<file path="config.mk">
export PLATFORM = sky130hd
export DESIGN_NAME = integer_to_russian_word_tokens
export DESIGN_NICKNAME = d
export VERILOG_FILES = /design/src/rtl/itrw_pkg.sv /design/src/rtl/itrw_dabble.sv /design/src/rtl/itrw_speller.sv /design/src/rtl/integer_to_russian_word_tokens.sv
export VERILOG_INCLUDE_DIRS = /design/src /design/src/rtl
export SDC_FILE = /design/constraint.sdc
export NUM_CORES = 1
export LEC_CHECK = 0
export ABC_AREA = 0
export BUFFER_PORTS_ARGS = -buffer_cell sky130_fd_sc_hd__buf_2
export CAP_MARGIN = 30
export CORE_AREA = 2 2 114 116
export DETAILED_ROUTE_END_ITERATION = 6
export DIE_AREA = 0 0 116 118
export PLACE_DENSITY_LB_ADDON = 0.2
export SYNTH_ARGS = -nofsm -noshare
export SYNTH_HDL_FRONTEND = slang
export SYNTH_HIERARCHICAL = 1
export SYNTH_SLANG_ARGS = --single-unit
</file>
<file path="constraint.sdc">
create_clock -name clk_i -period 4.12 [get_ports clk_i]
set_input_delay 0.618 -clock clk_i [delete_from_list [all_inputs] [get_ports clk_i]]
set_output_delay 0.618 -clock clk_i [all_outputs]
set_load 0.02 [all_outputs]
</file>
<file path="src/rtl/integer_to_russian_word_tokens_assert.svh">
// Assertion macros for the Russian number speller.
`ifndef INTEGER_TO_RUSSIAN_WORD_TOKENS_ASSERT_SVH
`define INTEGER_TO_RUSSIAN_WORD_TOKENS_ASSERT_SVH

// Clocked property, off during reset.
`define ITRW_ASSERT(label, prop, msg) \
  label: assert property (@(posedge clk_i) disable iff (!rst_ni) (prop)) else $error(msg);

// Condition that must never hold.
`define ITRW_ASSERT_NEVER(label, cond, msg) \
  label: assert property (@(posedge clk_i) disable iff (!rst_ni) !(cond)) else $error(msg);

`endif

</file>
<file path="src/rtl/itrw_pkg.sv">
`default_nettype none

package itrw_pkg;

  localparam int unsigned ValueW    = 32;
  localparam int unsigned WordW     = 6;
  localparam int unsigned DigitW    = 4;
  localparam int unsigned NumDigits = 10;
  localparam int unsigned CountW    = $clog2(ValueW);

  typedef logic [DigitW-1:0] digit_t;
  typedef logic [WordW-1:0]  word_t;

  localparam word_t W_ZERO     = 6'd0;
  localparam word_t W_MINUS    = 6'd1;
  localparam word_t W_HUNDRED  = 6'd2;
  localparam word_t W_TENS     = 6'd11;
  localparam word_t W_ONE      = 6'd19;
  localparam word_t W_TWO      = 6'd21;
  localparam word_t W_THREE    = 6'd23;
  localparam word_t W_BILLION  = 6'd40;
  localparam word_t W_MILLION  = 6'd43;
  localparam word_t W_THOUSAND = 6'd46;
  localparam word_t W_UNIT     = 6'd49;

  localparam logic [1:0] FORM_ONE  = 2'd0;
  localparam logic [1:0] FORM_FEW  = 2'd1;
  localparam logic [1:0] FORM_MANY = 2'd2;

  typedef enum logic [1:0] {
    ST_IDLE,
    ST_CONV,
    ST_PRE,
    ST_EMIT
  } state_e;

  typedef enum logic [1:0] {
    GRP_BILLION,
    GRP_MILLION,
    GRP_THOUSAND,
    GRP_UNIT
  } group_e;

  typedef enum logic [1:0] {
    SLOT_HUNDRED,
    SLOT_TENS,
    SLOT_ONES,
    SLOT_NOUN
  } slot_e;

  typedef struct packed {
    logic busy;
    logic done;
  } dbl_status_t;

endpackage

`default_nettype wire

</file>
<file path="src/rtl/itrw_dabble.sv">
`default_nettype none

module itrw_dabble (
  input  wire logic                                          clk_i,
  input  wire logic                                          rst_ni,
  input  wire logic                                          start_i,
  input  wire logic [itrw_pkg::ValueW-1:0]                   mag_i,
  output itrw_pkg::dbl_status_t                              status_o,
  output itrw_pkg::digit_t [itrw_pkg::NumDigits-1:0]         digits_o
);
  import itrw_pkg::*;

  logic [ValueW-1:0]           bin_q, bin_d;
  digit_t [NumDigits-1:0]      bcd_q, bcd_d;
  digit_t [NumDigits-1:0]      adj;
  logic [CountW-1:0]           cnt_q, cnt_d;
  logic                        busy_q, busy_d;
  logic                        done_q, done_d;

  always_comb begin
    for (int i = 0; i < NumDigits; i++) begin
      adj[i] = (bcd_q[i] >= DigitW'(5)) ? bcd_q[i] + DigitW'(3) : bcd_q[i];
    end
  end

  always_comb begin
    bin_d  = bin_q;
    bcd_d  = bcd_q;
    cnt_d  = cnt_q;
    busy_d = busy_q;
    done_d = 1'b0;
    if (start_i) begin
      bin_d  = mag_i;
      bcd_d  = '0;
      cnt_d  = '0;
      busy_d = 1'b1;
    end else if (busy_q) begin
      bcd_d = {adj[NumDigits-1][DigitW-2:0], adj[NumDigits-2:0], bin_q[ValueW-1]};
      bin_d = {bin_q[ValueW-2:0], 1'b0};
      cnt_d = cnt_q + CountW'(1);
      if (cnt_q == CountW'(ValueW - 1)) begin
        busy_d = 1'b0;
        done_d = 1'b1;
      end
    end
  end

  always_ff @(posedge clk_i or negedge rst_ni) begin
    if (!rst_ni) begin
      cnt_q  <= '0;
      busy_q <= 1'b0;
      done_q <= 1'b0;
    end else begin
      cnt_q  <= cnt_d;
      busy_q <= busy_d;
      done_q <= done_d;
    end
  end

  always_ff @(posedge clk_i) begin
    bin_q <= bin_d;
    bcd_q <= bcd_d;
  end

  assign status_o.busy = busy_q;
  assign status_o.done = done_q;
  assign digits_o      = bcd_q;

endmodule

`default_nettype wire

</file>
<file path="src/rtl/itrw_speller.sv">
`default_nettype none

module itrw_speller (
  input  wire logic                                      clk_i,
  input  wire logic                                      rst_ni,
  input  wire logic                                      in_valid_i,
  output logic                                           in_ready_o,
  input  wire logic [itrw_pkg::ValueW-1:0]               value_i,
  input  wire logic                                      unit_gender_i,
  output logic                                           out_valid_o,
  input  wire logic                                      out_ready_i,
  output itrw_pkg::word_t                                word_code_o,
  output logic                                           last_word_o,
  output logic                                           start_o,
  output logic [itrw_pkg::ValueW-1:0]                    mag_o,
  input  itrw_pkg::dbl_status_t                          status_i,
  input  itrw_pkg::digit_t [itrw_pkg::NumDigits-1:0]     digits_i
);
  import itrw_pkg::*;

  state_e  state_q, state_d;
  group_e  grp_q, grp_d;
  slot_e   slot_q, slot_d;
  logic    neg_q, neg_d;
  logic    zero_q, zero_d;
  logic    fem_q, fem_d;
  logic    out_valid_q, out_valid_d;
  word_t   word_q;
  logic    last_q;

  logic    accept;
  logic    load_ok;
  logic    load;
  word_t   load_word;
  logic    load_last;

  digit_t  dig_h, dig_t, dig_o;
  logic    fem_grp;
  word_t   noun_base;
  logic [4:0] rem;
  logic [1:0] form;
  logic    grp_zero;
  logic    skip;
  logic    emit_en;
  word_t   emit_code;
  logic    advance;
  logic    done_item;

  assign accept  = in_valid_i && (state_q == ST_IDLE);
  assign load_ok = !out_valid_q || out_ready_i;
  assign mag_o   = value_i[ValueW-1] ? (~value_i + ValueW'(1)) : value_i;

  // Group digits and noun base.
  always_comb begin
    unique case (grp_q)
      GRP_BILLION: begin
        dig_h     = '0;
        dig_t     = '0;
        dig_o     = digits_i[9];
        fem_grp   = 1'b0;
        noun_base = W_BILLION;
      end
      GRP_MILLION: begin
        dig_h     = digits_i[8];
        dig_t     = digits_i[7];
        dig_o     = digits_i[6];
        fem_grp   = 1'b0;
        noun_base = W_MILLION;
      end
      GRP_THOUSAND: begin
        dig_h     = digits_i[5];
        dig_t     = digits_i[4];
        dig_o     = digits_i[3];
        fem_grp   = 1'b1;
        noun_base = W_THOUSAND;
      end
      default: begin
        dig_h     = digits_i[2];
        dig_t     = digits_i[1];
        dig_o     = digits_i[0];
        fem_grp   = fem_q;
        noun_base = W_UNIT;
      end
    endcase
  end

  // Word of the current slot.
  always_comb begin
    rem      = (dig_t == DigitW'(1)) ? 5'd10 + {1'b0, dig_o} : {1'b0, dig_o};
    grp_zero = (dig_h == '0) && (dig_t == '0) && (dig_o == '0);
    skip     = (state_q == ST_EMIT) && (slot_q == SLOT_HUNDRED) &&
               (grp_q != GRP_UNIT) && grp_zero;
    if (dig_t == DigitW'(1)) begin
      form = FORM_MANY;
    end else if (dig_o == DigitW'(1)) begin
      form = FORM_ONE;
    end else if ((dig_o >= DigitW'(2)) && (dig_o <= DigitW'(4))) begin
      form = FORM_FEW;
    end else begin
      form = FORM_MANY;
    end
    unique case (slot_q)
      SLOT_HUNDRED: begin
        emit_en   = (dig_h != '0);
        emit_code = W_HUNDRED + {2'b00, dig_h} - word_t'(1);
      end
      SLOT_TENS: begin
        emit_en   = (dig_t >= DigitW'(2));
        emit_code = W_TENS + {2'b00, dig_t} - word_t'(2);
      end
      SLOT_ONES: begin
        emit_en = (rem != '0);
        if (rem == 5'd1) begin
          emit_code = W_ONE + {5'd0, fem_grp};
        end else if (rem == 5'd2) begin
          emit_code = W_TWO + {5'd0, fem_grp};
        end else begin
          emit_code = W_THREE + {1'b0, rem} - word_t'(3);
        end
      end
      default: begin
        emit_en   = 1'b1;
        emit_code = noun_base + {4'd0, form};
      end
    endcase
    advance   = (state_q == ST_EMIT) && !skip && (!emit_en || load_ok);
    done_item = advance && (slot_q == SLOT_NOUN) && (grp_q == GRP_UNIT);
  end

  // Next state.
  always_comb begin
    state_d = state_q;
    unique case (state_q)
      ST_IDLE: begin
        if (accept) state_d = ST_CONV;
      end
      ST_CONV: begin
        if (status_i.done) state_d = ST_PRE;
      end
      ST_PRE: begin
        if (!(neg_q || zero_q) || load_ok) state_d = ST_EMIT;
      end
      default: begin
        if (done_item) state_d = ST_IDLE;
      end
    endcase
  end

  // Datapath control.
  always_comb begin
    grp_d     = grp_q;
    slot_d    = slot_q;
    neg_d     = neg_q;
    zero_d    = zero_q;
    fem_d     = fem_q;
    start_o   = 1'b0;
    load      = 1'b0;
    load_word = emit_code;
    load_last = 1'b0;
    unique case (state_q)
      ST_IDLE: begin
        if (accept) begin
          neg_d   = value_i[ValueW-1];
          zero_d  = (value_i == '0);
          fem_d   = unit_gender_i;
          start_o = 1'b1;
        end
      end
      ST_CONV: begin
        if (status_i.done) begin
          grp_d  = GRP_BILLION;
          slot_d = SLOT_HUNDRED;
        end
      end
      ST_PRE: begin
        if ((neg_q || zero_q) && load_ok) begin
          load      = 1'b1;
          load_word = zero_q ? W_ZERO : W_MINUS;
        end
      end
      default: begin
        if (skip) begin
          grp_d = group_e'(grp_q + 2'd1);
        end else if (advance) begin
          load      = emit_en;
          load_last = done_item;
          if (slot_q == SLOT_NOUN) begin
            slot_d = SLOT_HUNDRED;
            if (grp_q != GRP_UNIT) grp_d = group_e'(grp_q + 2'd1);
          end else begin
            slot_d = slot_e'(slot_q + 2'd1);
          end
        end
      end
    endcase
    if (load) begin
      out_valid_d = 1'b1;
    end else if (out_ready_i) begin
      out_valid_d = 1'b0;
    end else begin
      out_valid_d = out_valid_q;
    end
  end

  always_ff @(posedge clk_i or negedge rst_ni) begin
    if (!rst_ni) begin
      state_q     <= ST_IDLE;
      out_valid_q <= 1'b0;
      grp_q       <= GRP_BILLION;
      slot_q      <= SLOT_HUNDRED;
    end else begin
      state_q     <= state_d;
      out_valid_q <= out_valid_d;
      grp_q       <= grp_d;
      slot_q      <= slot_d;
    end
  end

  always_ff @(posedge clk_i) begin
    neg_q  <= neg_d;
    zero_q <= zero_d;
    fem_q  <= fem_d;
    if (load) begin
      word_q <= load_word;
      last_q <= load_last;
    end
  end

  assign in_ready_o  = (state_q == ST_IDLE);
  assign out_valid_o = out_valid_q;
  assign word_code_o = word_q;
  assign last_word_o = last_q;

endmodule

`default_nettype wire

</file>
<file path="src/rtl/integer_to_russian_word_tokens.sv">
// Channel  Handshake               Payload
// in       in_valid_i/in_ready_o    value_i[31:0], unit_gender_i
// out      out_valid_o/out_ready_i  word_code_o[5:0], last_word_o
//
// One number is handled in order: accept, the shift-add-3 BCD conversion,
// its done flag, the sign or zero word when one is needed, then one pass over
// the four digit groups with one word slot per cycle while the output is
// taken. An all-zero billion, million or thousand group is skipped.
// Reset returns the sequencer to idle. Output stall holds the word register
// and holds the slot sequencer at the next slot that has a word to emit.
`default_nettype none
`include "integer_to_russian_word_tokens_assert.svh"

module integer_to_russian_word_tokens (
  input  wire logic                            clk_i,
  input  wire logic                            rst_ni,
  input  wire logic                            in_valid_i,
  output logic                                 in_ready_o,
  input  wire logic [itrw_pkg::ValueW-1:0]     value_i,
  input  wire logic                            unit_gender_i,
  output logic                                 out_valid_o,
  input  wire logic                            out_ready_i,
  output logic [itrw_pkg::WordW-1:0]           word_code_o,
  output logic                                 last_word_o
);
  import itrw_pkg::*;

  logic                    start;
  logic [ValueW-1:0]       mag;
  dbl_status_t             status;
  digit_t [NumDigits-1:0]  digits;

  itrw_dabble u_dabble (
    .clk_i    (clk_i),
    .rst_ni   (rst_ni),
    .start_i  (start),
    .mag_i    (mag),
    .status_o (status),
    .digits_o (digits)
  );

  itrw_speller u_speller (
    .clk_i         (clk_i),
    .rst_ni        (rst_ni),
    .in_valid_i    (in_valid_i),
    .in_ready_o    (in_ready_o),
    .value_i       (value_i),
    .unit_gender_i (unit_gender_i),
    .out_valid_o   (out_valid_o),
    .out_ready_i   (out_ready_i),
    .word_code_o   (word_code_o),
    .last_word_o   (last_word_o),
    .start_o       (start),
    .mag_o         (mag),
    .status_i      (status),
    .digits_i      (digits)
  );

  `ITRW_ASSERT(a_in_busy, (in_valid_i && in_ready_o) |=> !in_ready_o, "ready after transfer")
  `ITRW_ASSERT_NEVER(a_ready_while_conv, status.busy && in_ready_o, "ready during conversion")
  `ITRW_ASSERT(a_done_pulse, status.done |=> !status.done, "conversion done not a pulse")
  `ITRW_ASSERT_NEVER(a_start_while_busy, start && status.busy, "start during conversion")

endmodule

`default_nettype wire

</file>
==> impl_metrics.csv <==
group,metric,value,unit
outcome,status,"finished clean",
clocking,clk_transition_reported_paths,80,ps
placed_design,place_ws,-60.3,ps
timing,hold_slack,159,ps
timing,finalCritPeriodShare,94.0,%
floorplanning,initial_utilization,53.9,%
critical_path,arrival,3910,ps
synthesis,synth_area,0.00670,mm2
synthesis,synth.avg_cell_area,9.34,um2
power_and_ir_drop,power_density,907,mW/mm2
critical_path,worst-setup-path-type,"flip-flop to flip-flop",
final_layout,n_antenna_cell,0,
global_routing,grt_first_pass_wirelength,25000,um
floorplanning,die_w,116,um
critical_path,cp-end-kind,"flip-flop",
global_routing,grt-ovfl-total,0,
global_routing,grt_pass1_vias,5389,
final_layout,final_layout_size_suffix_gt1_share,17.1,%
timing,fin_ws,248,ps
detailed_routing,routed-via-count,5525,
detailed_routing,drc,0,
power_and_ir_drop,p_leak,0.00292,uW
floorplanning,fp-row-count,41,
final_layout,postLayoutCellArea,0.00737,mm2
timing,skew,10.2,ps
run,maxCapViolations,0,
critical_path,path_max_fanout,9,
clocking,cts_buffers,9,
timing,finalMaxSlewViolations,0,
clocking,cts.sinks,96,
critical_path,worstPathRequired,4160,ps
global_routing,antenna_found_initial,0,
final_layout,nNetsFinal,841,
floorplanning,core_area,0.0124,mm2
timing,final-setup-viol-count,0,
final_layout,area_growth,10.1,%
final_layout,nFillCells,1041,
clocking,ctsRootBufferMaster,"clkbuf_16",
placed_design,dpl.hpwl,10800,um
synthesis,yosysWarnings,6,
clocking,cts_hold_buf,0,
timing,hold_violations,0,
critical_path,cp-start-kind,"flip-flop",
timing,worst_slew_pin_slew,867,ps
detailed_routing,first_pass_iters,6,
timing,relSlewSlack,42.2,%
floorplanning,die-area,0.0137,mm2
clocking,h-tree-depth,3,
global_routing,grt_max_degree,53,
hold_path,hold_class,"input port to async pin",
power_and_ir_drop,irDropWorstVdd,0.382,mV
detailed_routing,final_antenna_net_count,0,
power_and_ir_drop,finalPower,6680,uW
clocking,clk_latency,360,ps
synthesis,synth_cells,717,
clocking,tritoncts,"yes",
global_routing,grt_usage,22.5,%
final_layout,multiInputGateArea,0.00391,mm2
detailed_routing,routedWlPerCell,16.1,um
floorplanning,die_y,118,um
detailed_routing,drt-total-wl,15000,um
timing,tns,0,ps
detailed_routing,viasPerCell,5.93,
synthesis,synth.net_count,804,
placed_design,finalWeightedCongestion,0.913,
placed_design,port_buffers,45,
clocking,cts.path.max_buffers,2,
detailed_routing,drtIter0Drc,422,
timing,post-route-min-period,3870,ps
critical_path,worst-r2r-setup-slack,250,ps
floorplanning,pin_count,46,
placed_design,dpl-instance-area,0.00706,mm2
timing,clock.fmax,258,MHz
final_layout,regArea,0.00241,mm2
## power breakdown
group | leakage [uW] | total (uW) | internal (uW) | switching [uW]
logic | 0.00187 | 3800 | 1650 | 2150
registers | 0.000910 | 2050 | 1600 | 454
clock network | 0.000145 | 831 | 424 | 407
## placed cells by master (no fill, tap or decap), types with 9 or more instances in the layout
cell type,n
nand2_1,37
o22ai_1,9
a21o_1,14
dfxtp_1,40
nor3_1,14
mux2_2,33
nand3_1,16
buf_4,13
o32ai_1,9
edfxtp_1,42
nor2b_1,9
clkbuf_16,9
nand4_1,13
a31oi_1,11
a21oi_1,35
or3_1,12
xnor2_1,46
o21ai_0,52
buf_2,45
dfrtp_1,13
ha_1,49
inv_1,58
o31ai_1,18
nand2b_1,15
nor2_1,36
## routing by layer
layer / GRT usage [%] / vias up / share of wire [%]
met2: 37.6 / 167 / 49
met3: 5.92 / 29 / 5.0
met1: 27.8 / 2616 / 44
met4: 8.11 / 0 / 2.5
li1: - / 2713 / -
met5: 0 / - / 0
## flip-flops by register name, summed over array words and instances, names as in the netlist
signal,flops
u_speller/grp_q,2
u_speller/last_word_o,1
u_speller/slot_q,2
u_dabble/done_q,1
u_speller/state_q,2
u_dabble/cnt_q,5
u_speller/neg_q,1
u_speller/word_code_o,6
u_speller/fem_q,1
u_dabble/busy_q,1
u_speller/out_valid_o,1
u_dabble/digits_o,40
u_dabble/bin_q,32
u_speller/zero_q,1
## path summary, 6_finish.rpt
check	start	end	cells after the start
worst max-delay path	u_speller/grp_q[0]	u_speller/word_code_o[2]	17
worst min-delay path	rst_ni	u_speller/out_valid_o	1
worst max register to register	u_speller/grp_q[0]	u_speller/word_code_o[2]	17
worst min register to register	u_dabble/digits_o[39]	u_dabble/digits_o[39]	2
max in group asynchronous	rst_ni	u_dabble/busy_q	1
min in group clk_i	unit_gender_i	u_speller/fem_q	1
## per-stage QoR
step / util (%) / instances
detailed placement: 56.9 / 915
CTS: 59.2 / 931
global placement: 56.9 / 915
finish: 59.4 / 931
global route: 59.4 / 931
floorplan: - / 717
## critical path, stage by stage, from the launching register on
cell and delay (ps):
dfrtp_1 430, inv_1 120, ha_1 340, a221o_1 230, o21ai_0 130, inv_1 120
ha_1 210, nor4bb_1 380, a41oi_2 120, nor2_1 160, xor2_1 250, inv_1 70
ha_1 260, nand2_1 90, a21oi_1 50, o21ai_0 210, a31oi_2 170, nor2_4 230
## area by class of cell
type | count | share of cell area [%]
inverters | 58 | 2.95
clock buffers | 9 | 3.05
flip-flops and latches | 96 | 32.7
repair buffers | 58 | 4.38
well taps | 172 | 2.92
multi-input cells | 531 | 53.1
clock inverters | 7 | 0.883
## what timing repair did
item / 4_1_cts / 5_1_grt
resized for setup: 1 / 6
endpoints found under the setup margin: 7 / 14
setup buffers: 0 / 0
(Power assumes the default switching activity.)
